===== src/rtl/pbst_pkg.sv =====
// Shared types, widths and constants for the PID buffer size tuner.
`default_nettype none

package pbst_pkg;

    // Field widths
    localparam int GAIN_W  = 24;
    localparam int TGT_W   = 15;
    localparam int CEIL_W  = 40;
    localparam int IDLE_W  = 15;
    localparam int DT_W    = 16;
    localparam int LIM_W   = 24;
    localparam int CHG_W   = 25;

    // Internal datapath widths
    localparam int ERR_W   = 40;   // signed Q16.16 error
    localparam int PAIR_W  = ERR_W + 1;
    localparam int ACC_W   = 48;   // signed Q16.16 integral
    localparam int SUM_W   = 58;   // signed working sum
    localparam int NS_W    = 27;   // saturated candidate limit

    // Serial multiplier: MUL_A_W x MUL_B_W unsigned, one multiplier bit a cycle
    localparam int MUL_A_W   = 48;
    localparam int MUL_B_W   = 24;
    localparam int PROD_W    = MUL_A_W + MUL_B_W;
    localparam int MUL_CNT_W = $clog2(MUL_B_W + 1);
    localparam logic [MUL_CNT_W-1:0] MUL_STEPS = MUL_CNT_W'(MUL_B_W);

    // Serial divider: DIV_N_W / DIV_D_W unsigned, one quotient bit a cycle
    localparam int DIV_N_W   = 40;
    localparam int DIV_D_W   = 16;
    localparam int DIV_CNT_W = $clog2(DIV_N_W + 1);
    localparam logic [DIV_CNT_W-1:0] DIV_STEPS = DIV_CNT_W'(DIV_N_W);

    // Register port
    localparam int PADDR_W   = 6;
    localparam int PDATA_W   = 64;
    localparam int REG_IDX_W = 3;
    localparam int REG_LSB   = 3;

    // Arithmetic constants
    localparam logic [DIV_N_W-1:0]    SCALE_NUM   = 40'd1677721600;  // 100.0 in Q8.24
    localparam logic signed [32:0]    Q_ONE       = 33'sd65536;
    localparam logic [NS_W-1:0]       LIMIT_MIN   = 27'd100;
    localparam logic [NS_W-1:0]       LIMIT_MAX   = 27'd10000000;
    localparam logic [NS_W-1:0]       PREV_MARGIN = 27'd10;
    localparam logic [NS_W-1:0]       NS_SAT      = {1'b0, {(NS_W-1){1'b1}}};
    localparam logic signed [SUM_W-1:0] ACC_FLOOR =
        {{(SUM_W-ACC_W+1){1'b1}}, {(ACC_W-1){1'b0}}};

    // Register reset values
    localparam logic [GAIN_W-1:0] GAIN_PROP_RST = 24'd65536;
    localparam logic [TGT_W-1:0]  TARGET_RST    = 15'd5120;
    localparam logic [CEIL_W-1:0] CEIL_RST      = 40'd6553600;

    typedef enum logic [REG_IDX_W-1:0] {
        REG_GAIN_PROP  = 3'd0,
        REG_GAIN_INTEG = 3'd1,
        REG_GAIN_DERIV = 3'd2,
        REG_TARGET     = 3'd3,
        REG_CEILING    = 3'd4
    } t_reg_idx;

    typedef struct packed {
        logic [GAIN_W-1:0] gain_prop;
        logic [GAIN_W-1:0] gain_integ;
        logic [GAIN_W-1:0] gain_deriv;
        logic [TGT_W-1:0]  target_idle;
        logic [CEIL_W-1:0] integ_ceiling;
    } t_cfg;

    typedef struct packed {
        logic               start;
        logic [MUL_A_W-1:0] mcand;
        logic [MUL_B_W-1:0] mplr;
    } t_mul_req;

    typedef struct packed {
        logic               start;
        logic [DIV_N_W-1:0] dividend;
        logic [DIV_D_W-1:0] divisor;
    } t_div_req;

    typedef enum logic [4:0] {
        S_IDLE,
        S_ERR,
        S_SDIV_GO,
        S_SDIV_WT,
        S_SMUL_GO,
        S_SMUL_WT,
        S_DDIV_GO,
        S_DDIV_WT,
        S_IMUL_GO,
        S_IMUL_WT,
        S_ACC,
        S_GP_GO,
        S_GP_WT,
        S_GI_GO,
        S_GI_WT,
        S_GD_GO,
        S_GD_WT,
        S_NS,
        S_PREV,
        S_NEXT,
        S_FIN
    } t_state;

endpackage

`default_nettype wire


===== src/rtl/pbst_regs.sv =====
// Configuration register file behind the APB-style port.
`default_nettype none

module pbst_regs
    import pbst_pkg::*;
(
    input  logic               i_clk,
    input  logic               i_rst_n,
    input  logic               psel,
    input  logic               penable,
    input  logic               pwrite,
    input  logic [PADDR_W-1:0] paddr,
    input  logic [PDATA_W-1:0] pwdata,
    output logic [PDATA_W-1:0] prdata,
    output logic               pready,
    output t_cfg               o_cfg
);

    t_cfg                 r_cfg;
    logic                 w_wr;
    logic [REG_IDX_W-1:0] w_idx;

    assign pready = 1'b1;
    assign w_wr   = psel & penable & pwrite;
    assign w_idx  = paddr[REG_LSB +: REG_IDX_W];
    assign o_cfg  = r_cfg;

    always_ff @(posedge i_clk) begin
        if (!i_rst_n) begin
            r_cfg.gain_prop     <= GAIN_PROP_RST;
            r_cfg.gain_integ    <= '0;
            r_cfg.gain_deriv    <= '0;
            r_cfg.target_idle   <= TARGET_RST;
            r_cfg.integ_ceiling <= CEIL_RST;
        end else if (w_wr) begin
            unique case (w_idx)
                REG_GAIN_PROP:  r_cfg.gain_prop     <= pwdata[GAIN_W-1:0];
                REG_GAIN_INTEG: r_cfg.gain_integ    <= pwdata[GAIN_W-1:0];
                REG_GAIN_DERIV: r_cfg.gain_deriv    <= pwdata[GAIN_W-1:0];
                REG_TARGET:     r_cfg.target_idle   <= pwdata[TGT_W-1:0];
                REG_CEILING:    r_cfg.integ_ceiling <= pwdata[CEIL_W-1:0];
                default: ;  // drop writes past the last register
            endcase
        end
    end

    always_comb begin
        unique case (w_idx)
            REG_GAIN_PROP:  prdata = {{(PDATA_W-GAIN_W){1'b0}}, r_cfg.gain_prop};
            REG_GAIN_INTEG: prdata = {{(PDATA_W-GAIN_W){1'b0}}, r_cfg.gain_integ};
            REG_GAIN_DERIV: prdata = {{(PDATA_W-GAIN_W){1'b0}}, r_cfg.gain_deriv};
            REG_TARGET:     prdata = {{(PDATA_W-TGT_W){1'b0}}, r_cfg.target_idle};
            REG_CEILING:    prdata = {{(PDATA_W-CEIL_W){1'b0}}, r_cfg.integ_ceiling};
            default:        prdata = '0;
        endcase
    end

endmodule

`default_nettype wire


===== src/rtl/pbst_mul.sv =====
// Bit-serial unsigned shift-add multiplier, one multiplier bit per cycle.
`default_nettype none

module pbst_mul
    import pbst_pkg::*;
(
    input  logic              i_clk,
    input  logic              i_rst_n,
    input  t_mul_req          i_req,
    output logic              o_done,
    output logic [PROD_W-1:0] o_prod
);

    logic                 r_busy;
    logic                 r_done;
    logic [MUL_CNT_W-1:0] r_cnt;
    logic [MUL_A_W-1:0]   r_mcand;
    logic [MUL_A_W-1:0]   r_hi;
    logic [MUL_B_W-1:0]   r_lo;
    logic [MUL_A_W:0]     w_sum;

    // add the multiplicand when the current multiplier bit is set
    assign w_sum  = r_lo[0] ? ({1'b0, r_hi} + {1'b0, r_mcand}) : {1'b0, r_hi};
    assign o_done = r_done;
    assign o_prod = {r_hi, r_lo};

    always_ff @(posedge i_clk) begin
        if (!i_rst_n) begin
            r_busy <= 1'b0;
            r_done <= 1'b0;
            r_cnt  <= '0;
        end else begin
            r_done <= 1'b0;
            if (i_req.start) begin
                r_busy <= 1'b1;
                r_cnt  <= MUL_STEPS;
            end else if (r_busy) begin
                r_cnt <= r_cnt - 1'b1;
                if (r_cnt == MUL_CNT_W'(1)) begin
                    r_busy <= 1'b0;
                    r_done <= 1'b1;
                end
            end
        end
    end

    always_ff @(posedge i_clk) begin
        if (i_req.start) begin
            r_mcand <= i_req.mcand;
            r_hi    <= '0;
            r_lo    <= i_req.mplr;
        end else if (r_busy) begin
            // shift the partial product right by one
            r_hi <= w_sum[MUL_A_W:1];
            r_lo <= {w_sum[0], r_lo[MUL_B_W-1:1]};
        end
    end

endmodule

`default_nettype wire


===== src/rtl/pbst_div.sv =====
// Bit-serial restoring divider, one quotient bit per cycle.
`default_nettype none

module pbst_div
    import pbst_pkg::*;
(
    input  logic               i_clk,
    input  logic               i_rst_n,
    input  t_div_req           i_req,
    output logic               o_done,
    output logic [DIV_N_W-1:0] o_quo
);

    logic                 r_busy;
    logic                 r_done;
    logic [DIV_CNT_W-1:0] r_cnt;
    logic [DIV_D_W-1:0]   r_dvs;
    logic [DIV_D_W-1:0]   r_rem;
    logic [DIV_N_W-1:0]   r_quo;
    logic [DIV_D_W:0]     w_trial;
    logic [DIV_D_W:0]     w_diff;
    logic                 w_ge;

    // bring down the next dividend bit and try a subtract
    assign w_trial = {r_rem, r_quo[DIV_N_W-1]};
    assign w_diff  = w_trial - {1'b0, r_dvs};
    assign w_ge    = (w_trial >= {1'b0, r_dvs});
    assign o_done  = r_done;
    assign o_quo   = r_quo;

    always_ff @(posedge i_clk) begin
        if (!i_rst_n) begin
            r_busy <= 1'b0;
            r_done <= 1'b0;
            r_cnt  <= '0;
        end else begin
            r_done <= 1'b0;
            if (i_req.start) begin
                r_busy <= 1'b1;
                r_cnt  <= DIV_STEPS;
            end else if (r_busy) begin
                r_cnt <= r_cnt - 1'b1;
                if (r_cnt == DIV_CNT_W'(1)) begin
                    r_busy <= 1'b0;
                    r_done <= 1'b1;
                end
            end
        end
    end

    always_ff @(posedge i_clk) begin
        if (i_req.start) begin
            r_dvs <= i_req.divisor;
            r_rem <= '0;
            r_quo <= i_req.dividend;
        end else if (r_busy) begin
            r_rem <= w_ge ? w_diff[DIV_D_W-1:0] : w_trial[DIV_D_W-1:0];
            r_quo <= {r_quo[DIV_N_W-2:0], w_ge};
        end
    end

endmodule

`default_nettype wire


===== src/rtl/pid_buffer_size_tuner.sv =====
// Top level of the PID buffer size tuner: sequencer, datapath and output register.
//
// Each input word is one re-evaluation of a channel's buffer size limit. The
// block forms the idle error (scaled by 100/target - 1 when it is negative),
// then runs a PID step in Q16.16: derivative over the elapsed ticks, a
// trapezoidal integral clamped between -2^47 and integ_ceiling, and the
// gain-weighted sum, which moves the stored limit. The neighbour rules and
// the 100..10000000 clamp follow, and one result word carries the new limit
// and the change. All wide arithmetic runs through one bit-serial multiplier
// (24 shift steps) and one bit-serial restoring divider (40 steps); when the
// idle reading is below target, the item takes one extra division and one
// extra product for the scale factor. One item is worked on at a time; the
// next is accepted in the idle state that follows the loading of the previous
// result into the output register, even if it has not been taken yet; a
// stalled result channel holds the block in its last step. Configuration may
// be written only while no item is in flight; registers lie at byte address
// 8*index on a 64-bit port.
`default_nettype none

module pid_buffer_size_tuner
    import pbst_pkg::*;
(
    input  logic                    i_clk,
    input  logic                    i_rst_n,

    input  logic                    psel,
    input  logic                    penable,
    input  logic                    pwrite,
    input  logic [PADDR_W-1:0]      paddr,
    input  logic [PDATA_W-1:0]      pwdata,
    output logic [PDATA_W-1:0]      prdata,
    output logic                    pready,

    input  logic                    i_in_valid,
    output logic                    o_in_stall,
    input  logic [IDLE_W-1:0]       i_idle_pct,
    input  logic [DT_W-1:0]         i_elapsed,
    input  logic                    i_has_prev,
    input  logic [LIM_W-1:0]        i_prev_limit,
    input  logic                    i_has_next,
    input  logic [LIM_W-1:0]        i_next_limit,

    output logic                    o_out_valid,
    input  logic                    i_out_stall,
    output logic [LIM_W-1:0]        o_new_limit,
    output logic signed [CHG_W-1:0] o_limit_change
);

    // ------------------------------------------------------------------
    // Configuration registers
    // ------------------------------------------------------------------
    t_cfg w_cfg;

    pbst_regs u_regs (
        .i_clk   (i_clk),
        .i_rst_n (i_rst_n),
        .psel    (psel),
        .penable (penable),
        .pwrite  (pwrite),
        .paddr   (paddr),
        .pwdata  (pwdata),
        .prdata  (prdata),
        .pready  (pready),
        .o_cfg   (w_cfg)
    );

    // ------------------------------------------------------------------
    // Serial arithmetic units
    // ------------------------------------------------------------------
    t_mul_req            w_mul_req;
    t_div_req            w_div_req;
    logic                w_mul_done;
    logic                w_div_done;
    logic [PROD_W-1:0]   w_prod;
    logic [DIV_N_W-1:0]  w_quo;

    pbst_mul u_mul (
        .i_clk   (i_clk),
        .i_rst_n (i_rst_n),
        .i_req   (w_mul_req),
        .o_done  (w_mul_done),
        .o_prod  (w_prod)
    );

    pbst_div u_div (
        .i_clk   (i_clk),
        .i_rst_n (i_rst_n),
        .i_req   (w_div_req),
        .o_done  (w_div_done),
        .o_quo   (w_quo)
    );

    // ------------------------------------------------------------------
    // Registers
    // ------------------------------------------------------------------
    t_state r_state, n_state;

    // captured input word
    logic [IDLE_W-1:0]        r_idle;
    logic [DT_W-1:0]          r_dt;
    logic                     r_has_prev;
    logic [LIM_W-1:0]         r_prev;
    logic                     r_has_next;
    logic [LIM_W-1:0]         r_next;

    // state carried from one evaluation to the next
    logic [LIM_W-1:0]         r_size;
    logic signed [ERR_W-1:0]  r_last;
    logic signed [ACC_W-1:0]  r_integ;

    // per-item working registers
    logic [MUL_B_W-2:0]       r_err0m;     // |idle - target| in Q7.16
    logic [30:0]              r_scale_m;
    logic                     r_scale_neg;
    logic signed [ERR_W-1:0]  r_err;
    logic [DIV_N_W-1:0]       r_deriv_m;
    logic                     r_deriv_neg;
    logic                     r_sum_neg;
    logic                     r_tsign;     // sign of the current gain product
    logic signed [SUM_W-1:0]  r_accw;
    logic signed [SUM_W-1:0]  r_v;
    logic [NS_W-1:0]          r_ns;

    // output register
    logic                     r_out_valid;
    logic [LIM_W-1:0]         r_new_limit;
    logic signed [CHG_W-1:0]  r_limit_change;

    // ------------------------------------------------------------------
    // Combinational datapath
    // ------------------------------------------------------------------
    logic                     w_accept;
    logic                     w_out_free;
    logic [TGT_W-1:0]         w_tgt;
    logic [TGT_W+1:0]         w_diff0;
    logic [TGT_W+1:0]         w_diff0_m;
    logic signed [32:0]       w_scale;
    logic [32:0]              w_scale_m;
    logic [ERR_W-2:0]         w_smag;
    logic signed [PAIR_W-1:0] w_pdiff;
    logic signed [PAIR_W-1:0] w_psum;
    logic [PAIR_W-1:0]        w_pdiff_m;
    logic [PAIR_W-1:0]        w_psum_m;
    logic [ERR_W-1:0]         w_err_m;
    logic [ACC_W-1:0]         w_integ_m;
    logic [GAIN_W-1:0]        w_gp_m;
    logic [GAIN_W-1:0]        w_gi_m;
    logic [GAIN_W-1:0]        w_gd_m;
    logic signed [SUM_W-1:0]  w_integ_x;
    logic signed [SUM_W-1:0]  w_delta;
    logic signed [SUM_W-1:0]  w_ceil_x;
    logic signed [SUM_W-1:0]  w_pq;
    logic [NS_W-1:0]          w_prev_m;
    logic [NS_W-1:0]          w_fin;
    logic [CHG_W-1:0]         w_chg;

    assign w_accept   = i_in_valid & ~o_in_stall;
    assign w_out_free = ~r_out_valid | ~i_out_stall;

    // a zero target counts as one
    assign w_tgt = (w_cfg.target_idle == '0) ? TGT_W'(1) : w_cfg.target_idle;

    // raw idle error in Q7.8, widened to hold the sign
    assign w_diff0   = {2'b00, r_idle} - {2'b00, w_tgt};
    assign w_diff0_m = w_diff0[TGT_W+1] ? (~w_diff0 + 1'b1) : w_diff0;

    // scale factor 100/target - 1 in Q16.16, from the divider quotient
    assign w_scale   = $signed({1'b0, w_quo[31:0]}) - Q_ONE;
    assign w_scale_m = w_scale[32] ? 33'(-w_scale) : 33'(w_scale);

    // magnitude of the scaled error, truncated toward zero
    assign w_smag = w_prod[ERR_W+14:16];

    // error minus and plus the previous error
    assign w_pdiff   = PAIR_W'(r_err) - PAIR_W'(r_last);
    assign w_psum    = PAIR_W'(r_err) + PAIR_W'(r_last);
    assign w_pdiff_m = w_pdiff[PAIR_W-1] ? PAIR_W'(-w_pdiff) : PAIR_W'(w_pdiff);
    assign w_psum_m  = w_psum[PAIR_W-1] ? PAIR_W'(-w_psum) : PAIR_W'(w_psum);

    assign w_err_m   = r_err[ERR_W-1] ? ERR_W'(-r_err) : ERR_W'(r_err);
    assign w_integ_m = r_integ[ACC_W-1] ? ACC_W'(-r_integ) : ACC_W'(r_integ);
    assign w_gp_m    = w_cfg.gain_prop[GAIN_W-1] ? (~w_cfg.gain_prop + 1'b1)
                                                 : w_cfg.gain_prop;
    assign w_gi_m    = w_cfg.gain_integ[GAIN_W-1] ? (~w_cfg.gain_integ + 1'b1)
                                                  : w_cfg.gain_integ;
    assign w_gd_m    = w_cfg.gain_deriv[GAIN_W-1] ? (~w_cfg.gain_deriv + 1'b1)
                                                  : w_cfg.gain_deriv;

    // trapezoid step: (err + last) * dt / 2, magnitude halved
    assign w_integ_x = SUM_W'(r_integ);
    assign w_delta   = $signed({{(SUM_W-(PROD_W-MUL_A_W+DIV_N_W-9)){1'b0}},
                                w_prod[55:1]});
    assign w_ceil_x  = $signed({{(SUM_W-CEIL_W){1'b0}}, w_cfg.integ_ceiling});

    // gain product, truncated to Q16.16
    assign w_pq = $signed({{(SUM_W-(PROD_W-16)){1'b0}}, w_prod[PROD_W-1:16]});

    assign w_prev_m = NS_W'(r_prev) + PREV_MARGIN;

    // final clamp and change against the stored limit
    always_comb begin
        if (r_ns < LIMIT_MIN) begin
            w_fin = LIMIT_MIN;
        end else if (r_ns > LIMIT_MAX) begin
            w_fin = LIMIT_MAX;
        end else begin
            w_fin = r_ns;
        end
    end
    assign w_chg = {1'b0, w_fin[LIM_W-1:0]} - {1'b0, r_size};

    // ------------------------------------------------------------------
    // Sequencer: next state
    // ------------------------------------------------------------------
    always_comb begin
        n_state = r_state;
        unique case (r_state)
            S_IDLE:    if (w_accept) n_state = S_ERR;
            S_ERR:     n_state = w_diff0[TGT_W+1] ? S_SDIV_GO : S_DDIV_GO;
            S_SDIV_GO: n_state = S_SDIV_WT;
            S_SDIV_WT: if (w_div_done) n_state = S_SMUL_GO;
            S_SMUL_GO: n_state = S_SMUL_WT;
            S_SMUL_WT: if (w_mul_done) n_state = S_DDIV_GO;
            S_DDIV_GO: n_state = S_DDIV_WT;
            S_DDIV_WT: if (w_div_done) n_state = S_IMUL_GO;
            S_IMUL_GO: n_state = S_IMUL_WT;
            S_IMUL_WT: if (w_mul_done) n_state = S_ACC;
            S_ACC:     n_state = S_GP_GO;
            S_GP_GO:   n_state = S_GP_WT;
            S_GP_WT:   if (w_mul_done) n_state = S_GI_GO;
            S_GI_GO:   n_state = S_GI_WT;
            S_GI_WT:   if (w_mul_done) n_state = S_GD_GO;
            S_GD_GO:   n_state = S_GD_WT;
            S_GD_WT:   if (w_mul_done) n_state = S_NS;
            S_NS:      n_state = S_PREV;
            S_PREV:    n_state = S_NEXT;
            S_NEXT:    n_state = S_FIN;
            S_FIN:     if (w_out_free) n_state = S_IDLE;
            default:   n_state = S_IDLE;
        endcase
    end

    // ------------------------------------------------------------------
    // Sequencer: outputs (input stall and unit launches)
    // ------------------------------------------------------------------
    always_comb begin
        o_in_stall = 1'b1;
        w_mul_req  = '0;
        w_div_req  = '0;
        unique case (r_state)
            S_IDLE: begin
                o_in_stall = 1'b0;
            end
            S_SDIV_GO: begin
                w_div_req.start    = 1'b1;
                w_div_req.dividend = SCALE_NUM;
                w_div_req.divisor  = DIV_D_W'(w_tgt);
            end
            S_SMUL_GO: begin
                w_mul_req.start = 1'b1;
                w_mul_req.mcand = MUL_A_W'(r_scale_m);
                w_mul_req.mplr  = MUL_B_W'(r_err0m);
            end
            S_DDIV_GO: begin
                w_div_req.start    = 1'b1;
                w_div_req.dividend = w_pdiff_m[DIV_N_W-1:0];
                w_div_req.divisor  = r_dt;
            end
            S_IMUL_GO: begin
                w_mul_req.start = 1'b1;
                w_mul_req.mcand = MUL_A_W'(w_psum_m[ERR_W-1:0]);
                w_mul_req.mplr  = MUL_B_W'(r_dt);
            end
            S_GP_GO: begin
                w_mul_req.start = 1'b1;
                w_mul_req.mcand = MUL_A_W'(w_err_m);
                w_mul_req.mplr  = w_gp_m;
            end
            S_GI_GO: begin
                w_mul_req.start = 1'b1;
                w_mul_req.mcand = w_integ_m;
                w_mul_req.mplr  = w_gi_m;
            end
            S_GD_GO: begin
                w_mul_req.start = 1'b1;
                w_mul_req.mcand = MUL_A_W'(r_deriv_m);
                w_mul_req.mplr  = w_gd_m;
            end
            default: ;
        endcase
    end

    // ------------------------------------------------------------------
    // Control and persistent state
    // ------------------------------------------------------------------
    always_ff @(posedge i_clk) begin
        if (!i_rst_n) begin
            r_state     <= S_IDLE;
            r_out_valid <= 1'b0;
            r_size      <= '0;
            r_last      <= '0;
            r_integ     <= '0;
        end else begin
            r_state <= n_state;

            // drop the result word once taken, reload at the end of an item
            if (r_state == S_FIN && w_out_free) begin
                r_out_valid <= 1'b1;
                r_size      <= w_fin[LIM_W-1:0];
            end else if (~i_out_stall) begin
                r_out_valid <= 1'b0;
            end

            // clamp the integral: floor first, then the ceiling
            if (r_state == S_ACC) begin
                r_last <= r_err;
                if (r_accw < ACC_FLOOR) begin
                    r_integ <= ACC_W'(ACC_FLOOR);
                end else if (r_accw > w_ceil_x) begin
                    r_integ <= ACC_W'(w_ceil_x);
                end else begin
                    r_integ <= ACC_W'(r_accw);
                end
            end
        end
    end

    // ------------------------------------------------------------------
    // Working registers
    // ------------------------------------------------------------------
    always_ff @(posedge i_clk) begin
        case (r_state)
            S_IDLE: begin
                if (w_accept) begin
                    r_idle     <= i_idle_pct;
                    r_dt       <= (i_elapsed == '0) ? DT_W'(1) : i_elapsed;
                    r_has_prev <= i_has_prev;
                    r_prev     <= i_prev_limit;
                    r_has_next <= i_has_next;
                    r_next     <= i_next_limit;
                end
            end
            S_ERR: begin
                // hold the magnitude for scaling, or take a positive error as is
                r_err0m <= {w_diff0_m[TGT_W-1:0], 8'h00};
                r_err   <= $signed({{(ERR_W-TGT_W-8){1'b0}},
                                    w_diff0_m[TGT_W-1:0], 8'h00});
            end
            S_SDIV_WT: begin
                if (w_div_done) begin
                    r_scale_m   <= w_scale_m[30:0];
                    r_scale_neg <= w_scale[32];
                end
            end
            S_SMUL_WT: begin
                // the raw error is negative here, so the sign flips with the scale
                if (w_mul_done) begin
                    r_err <= r_scale_neg ? $signed({1'b0, w_smag})
                                         : $signed(ERR_W'(-$signed({1'b0, w_smag})));
                end
            end
            S_DDIV_GO: begin
                r_deriv_neg <= w_pdiff[PAIR_W-1];
            end
            S_DDIV_WT: begin
                if (w_div_done) begin
                    r_deriv_m <= w_quo;
                end
            end
            S_IMUL_GO: begin
                r_sum_neg <= w_psum[PAIR_W-1];
            end
            S_IMUL_WT: begin
                if (w_mul_done) begin
                    r_accw <= r_sum_neg ? (w_integ_x - w_delta) : (w_integ_x + w_delta);
                end
            end
            S_ACC: begin
                // start the sum from the stored limit in Q16.16
                r_v <= $signed({{(SUM_W-LIM_W-16){1'b0}}, r_size, 16'h0000});
            end
            S_GP_GO: begin
                r_tsign <= r_err[ERR_W-1] ^ w_cfg.gain_prop[GAIN_W-1];
            end
            S_GI_GO: begin
                r_tsign <= r_integ[ACC_W-1] ^ w_cfg.gain_integ[GAIN_W-1];
            end
            S_GD_GO: begin
                r_tsign <= r_deriv_neg ^ w_cfg.gain_deriv[GAIN_W-1];
            end
            S_GP_WT, S_GI_WT, S_GD_WT: begin
                if (w_mul_done) begin
                    r_v <= r_tsign ? (r_v - w_pq) : (r_v + w_pq);
                end
            end
            S_NS: begin
                // truncate toward zero; negatives and huge values saturate, as
                // the neighbour rules and the clamp treat them alike
                if (r_v[SUM_W-1]) begin
                    r_ns <= '0;
                end else if (|r_v[SUM_W-1:NS_W+15]) begin
                    r_ns <= NS_SAT;
                end else begin
                    r_ns <= {1'b0, r_v[NS_W+14:16]};
                end
            end
            S_PREV: begin
                if (r_has_prev && (r_ns < w_prev_m)) begin
                    r_ns <= w_prev_m;
                end
            end
            S_NEXT: begin
                if (r_has_next && (r_ns > NS_W'(r_next))) begin
                    r_ns <= r_ns + NS_W'(r_next[LIM_W-1:1]);
                end
            end
            S_FIN: begin
                if (w_out_free) begin
                    r_new_limit    <= w_fin[LIM_W-1:0];
                    r_limit_change <= $signed(w_chg);
                end
            end
            default: ;
        endcase
    end

    assign o_out_valid    = r_out_valid;
    assign o_new_limit    = r_new_limit;
    assign o_limit_change = r_limit_change;

endmodule

`default_nettype wire

===== config.mk =====
export PLATFORM = sky130hd
export DESIGN_NAME = pid_buffer_size_tuner
export DESIGN_NICKNAME = d
export VERILOG_FILES = /design/src/rtl/pbst_pkg.sv /design/src/rtl/pbst_regs.sv /design/src/rtl/pbst_mul.sv /design/src/rtl/pbst_div.sv /design/src/rtl/pid_buffer_size_tuner.sv
export SDC_FILE = /design/constraint.sdc
export NUM_CORES = 2
export LEC_CHECK = 0
export BUFFER_PORTS_ARGS = -buffer_cell sky130_fd_sc_hd__buf_2
export CAP_MARGIN = 15
export CORE_MARGIN = 2
export CORE_UTILIZATION = 60
export CTS_CLUSTER_DIAMETER = 120
export DETAILED_ROUTE_END_ITERATION = 10
export PLACE_DENSITY = 0.77
export SETUP_SLACK_MARGIN = 0.2
export SLEW_MARGIN = 20
export SYNTH_ARGS = -nofsm -noshare
export SYNTH_HDL_FRONTEND = slang
export SYNTH_SLANG_ARGS = --single-unit
export TNS_END_PERCENT = 10

===== constraint.sdc =====
create_clock -name i_clk -period 13.7 [get_ports i_clk]
set_clock_uncertainty 0.1 [all_clocks]
set_input_delay 2.74 -clock i_clk [delete_from_list [all_inputs] [get_ports i_clk]]
set_output_delay 2.74 -clock i_clk [all_outputs]
set_load 0.05 [all_outputs]

==> impl_metrics.py <==
metrics = {
    "detailed_routing": {
        "wl_per_cell_um": 22.39,
        "drtPass1Iterations": 7,
        "ant_nets": 0,
        "drt_iter0_markers": 5459,
        "drc": 0,
        "vias_per_cell": 6.401,
        "routed_wl_mm": 189.5,
        "vias": 54180,
    },
    "worst_hold_path": {
        "worst_hold_startpoint": "u_div.o_quo[36]",
        "hold_class": "flop to flop",
    },
    "cts": {
        "clock_path_buffers": 3,
        "hold_buffers": 0,
        "insertion_delay_ns": 0.70,
        "postCtsSetupBuffers": 0,
        "cts_max_level": 3,
        "cts.repair.resized": 0,
        "cts_tree": "done",
        "path_clk_slew_ns": 0.07,
        "cts_buffers": 94,
        "root_buffer": "clkbuf_16",
        "clock-sinks": 854,
    },
    "global_route": {
        "grt_usage": 0.3540,
        "grt_pass1_wl_mm": 289.9,
        "antenna_found_initial": 1,
        "grt_pass1_vias": 50390,
        "overflow": 0,
        "grt_max_degree": 82,
    },
    "synth": {
        "synth_seq_cells": 854,
        "synth_top_cell_by_area": "edfxtp_1",
        "synthesis.area_um2": 61450,
        "yosys.area.top_type_share": 0.2590,
        "synthArstFlopShare": 0,
        "syn_area_per_cell_um2": 8.807,
        "synth_ff_type": "edfxtp_1",
        "synth_edf_count": 530,
        "synth_cell_types": 99,
        "ys_top_cells_by_area": "edfxtp_1, dfxtp_1, ha_1",
        "yosysSeqAreaShare": 0.3646,
        "synth_cells": 6977,
        "yosysWarningCount": 0,
    },
    "setup_path": {
        "timing_worst_setup_path_type": "flop to flop",
        "cp-start-kind": "flop",
        "crit_family": "simple AND/OR/NAND/NOR gates",
        "timing.rr.start": "u_mul.r_lo[16]",
        "cp.required_ns": 14.01,
        "crit_slowest_cell": "a2111oi_0",
        "crit_path_end_kind": "flop",
        "crit_arrival_ns": 8.11,
        "crit_path_frequent_cell": "nor3b_1",
        "path_max_fanout": 6,
        "cp_cell_sequence": "inv_1 > ha_1 > nor3b_1 > nor3b_1 > and3_1 > nand2_1 > nor3_1 > nor3b_1 > nor3b_1 > nor2_1 > xnor2_1 > ha_1 > and3_1 > o2111ai_1 > a2111oi_0 > o2111a_1 > o21ai_0 > a211oi_1 > o21ai_0 > nor3b_1",
        "worst-path-buf-inv": 1,
        "startpoint": "u_mul.r_lo[16]",
        "slowest_delay_ns": 0.89,
    },
    "power_and_ir_drop": {
        "powerDensity_nw_per_um2": 179.0,
        "peakVddDrop_mv": 0.1592,
        "leakagePower_nw": 25.83,
        "p_total_mw": 11.97,
    },
    "floorplanning": {
        "rows": 117,
        "initial_core_util": 0.6039,
        "dieArea_um2": 105000,
        "boundaryPins": 274,
        "die_w_um": 324.0,
        "die_y_um": 324.0,
        "design.core.area_um2": 101700,
    },
    "timing": {
        "hold_violations": 0,
        "slew_headroom": 0.1969,
        "clock.fmax_ghz": 0.1282,
        "worst_pin_slew_ns": 1.205,
        "fin_hold_ws_ns": 0.3358,
        "fin_crit_sh": 0.5693,
        "setup_tns_ns": 0,
        "rsz0062_at_grt": "no",
        "setup_violations": 0,
        "layout_min_cycle_time_ns": 7.800,
        "slew_viol_final": 0,
    },
    "layout": {
        "diodes": 0,
        "nNetsFinal": 7607,
        "drive_gt1_frac": 0.08160,
        "area_growth_pct": 8.878,
        "instances_no_fill": 8464,
        "nFillCells": 8344,
        "design_area_um2": 66900,
    },
    "job": {
        "drv_cap": 0,
    },
    "placed_design": {
        "dp_cells": 8284,
        "place.gp.congestion": 1.005,
        "dp_hpwl_mm": 144.6,
        "post_dp_cell_area_um2": 63530,
        "io_buffer_count": 221,
    },
    "outcome": {
        "status": "complete, no violations",
    },
}
[layer usage]
| metal | vias up | track usage | wire length [um] |
|---|---|---|---|
| met5 | - | 0 | 12 |
| met2 | 2434 | 0.5883 | 88720 |
| met3 | 586 | 0.04408 | 13460 |
| li1 | 25420 | - | - |
| met1 | 25730 | 0.4338 | 73090 |
| met4 | 2 | 0.2312 | 14220 |
[layout make-up]
| class | instances | area, um2 | share of cell area |
|---|---|---|---|
| clock buffers | 122 | 2613 | 0.03905 |
| multi-input cells | 5430 | 36490 | 0.5454 |
| clock inverters | 55 | 703.2 | 0.01051 |
| inverters | 338 | 1270 | 0.01898 |
| repair buffers | 297 | 1714 | 0.02562 |
| well taps | 1368 | 1712 | 0.02558 |
| flip-flops and latches | 854 | 22400 | 0.3349 |
[per-stage QoR]
stage	worst slack [ns]	utilization
floorplan	5.930	-
global route	5.491	0.6576
finish	5.900	0.6576
detailed placement	6.079	0.6244
global placement	5.989	0.6243
CTS	6.073	0.6570
[registers in the layout, summed over array words and instances, names as in the netlist, 25 cells and up]
name / flops
u_regs.o_cfg: 127
r_v: 58
r_accw: 57
r_integ: 48
u_mul.r_hi: 48
u_mul.r_mcand: 48
r_deriv_m: 40
r_err: 40
r_last: 40
u_div.o_quo: 40
r_scale_m: 31
r_ns: 27
o_limit_change: 25
[path summary, 6_finish.rpt]
check | slack [ns] | cells after the start | end
worst max-delay path | 5.90 | 20 | r_v[55]
worst min-delay path | 0.34 | 0 | r_deriv_m[36]
worst max register to register | 5.90 | 20 | r_v[55]
worst min register to register | 0.34 | 0 | r_deriv_m[36]
[cells in the mapped netlist (all sizes together) (61+ instances only)]
library cell,count
a31oi,71
nor2,492
buf,61
o21ai,463
ha,425
nand2b,68
o31ai,80
dfxtp,324
nor3,119
xnor2,454
or3,65
mux2i,120
nand4,66
a21oi,481
a21o,176
inv,333
a21boi,201
nand3,101
xor2,220
nor4,73
nand2,791
nor2b,80
edfxtp,530
clkbuf,317
and2,63
[layout by cell type, fill, tap and decap left out, types with 71 or more instances in the layout]
cell,n
buf_2,220
xnor2_1,454
a21boi_0,201
nor3_1,112
nor2b_1,80
nor4_1,71
o31ai_1,80
nand3_1,101
mux2i_1,120
a21o_1,175
edfxtp_1,530
ha_1,425
buf_4,74
nor2_1,487
dfxtp_1,322
inv_1,331
clkbuf_16,98
nand2_1,791
a21oi_1,480
a31oi_1,71
xor2_1,220
o21ai_0,455
[logic make-up after synthesis]
logic type | Yosys count | synth area share
multiplexers | 135 | 0.02230
XOR/XNOR | 674 | 0.09607
adder cells (fa/ha/maj) | 434 | 0.08947
AO/OA/AOI/OAI | 2016 | 0.2154
AND/OR/NAND/NOR | 2146 | 0.1664
buffers and inverters | 716 | 0.04563
other | 2 | 0.0001222
flip-flops | 854 | 0.3646
[worst register-to-register path: stages (launching register included)]
cell	delay, ns
edfxtp_1	0.48
inv_1	0.29
ha_1	0.27
nor3b_1	0.40
nor3b_1	0.65
and3_1	0.43
nand2_1	0.22
nor3_1	0.43
nor3b_1	0.37
nor3b_1	0.50
nor2_1	0.10
xnor2_1	0.45
ha_1	0.30
and3_1	0.21
o2111ai_1	0.18
a2111oi_0	0.89
o2111a_1	0.36
o21ai_0	0.24
a211oi_1	0.39
o21ai_0	0.13
nor3b_1	0.14
[where the power goes]
| group | internal, mW | leakage, nW | total [mW] | switching [mW] |
|---|---|---|---|---|
| Combinational | 2.05 | 16.7 | 5.30 | 3.26 |
| Clock | 1.59 | 1.61 | 2.73 | 1.13 |
| Sequential | 3.34 | 7.50 | 3.94 | 0.607 |
Power figures use the tool's default switching activity.
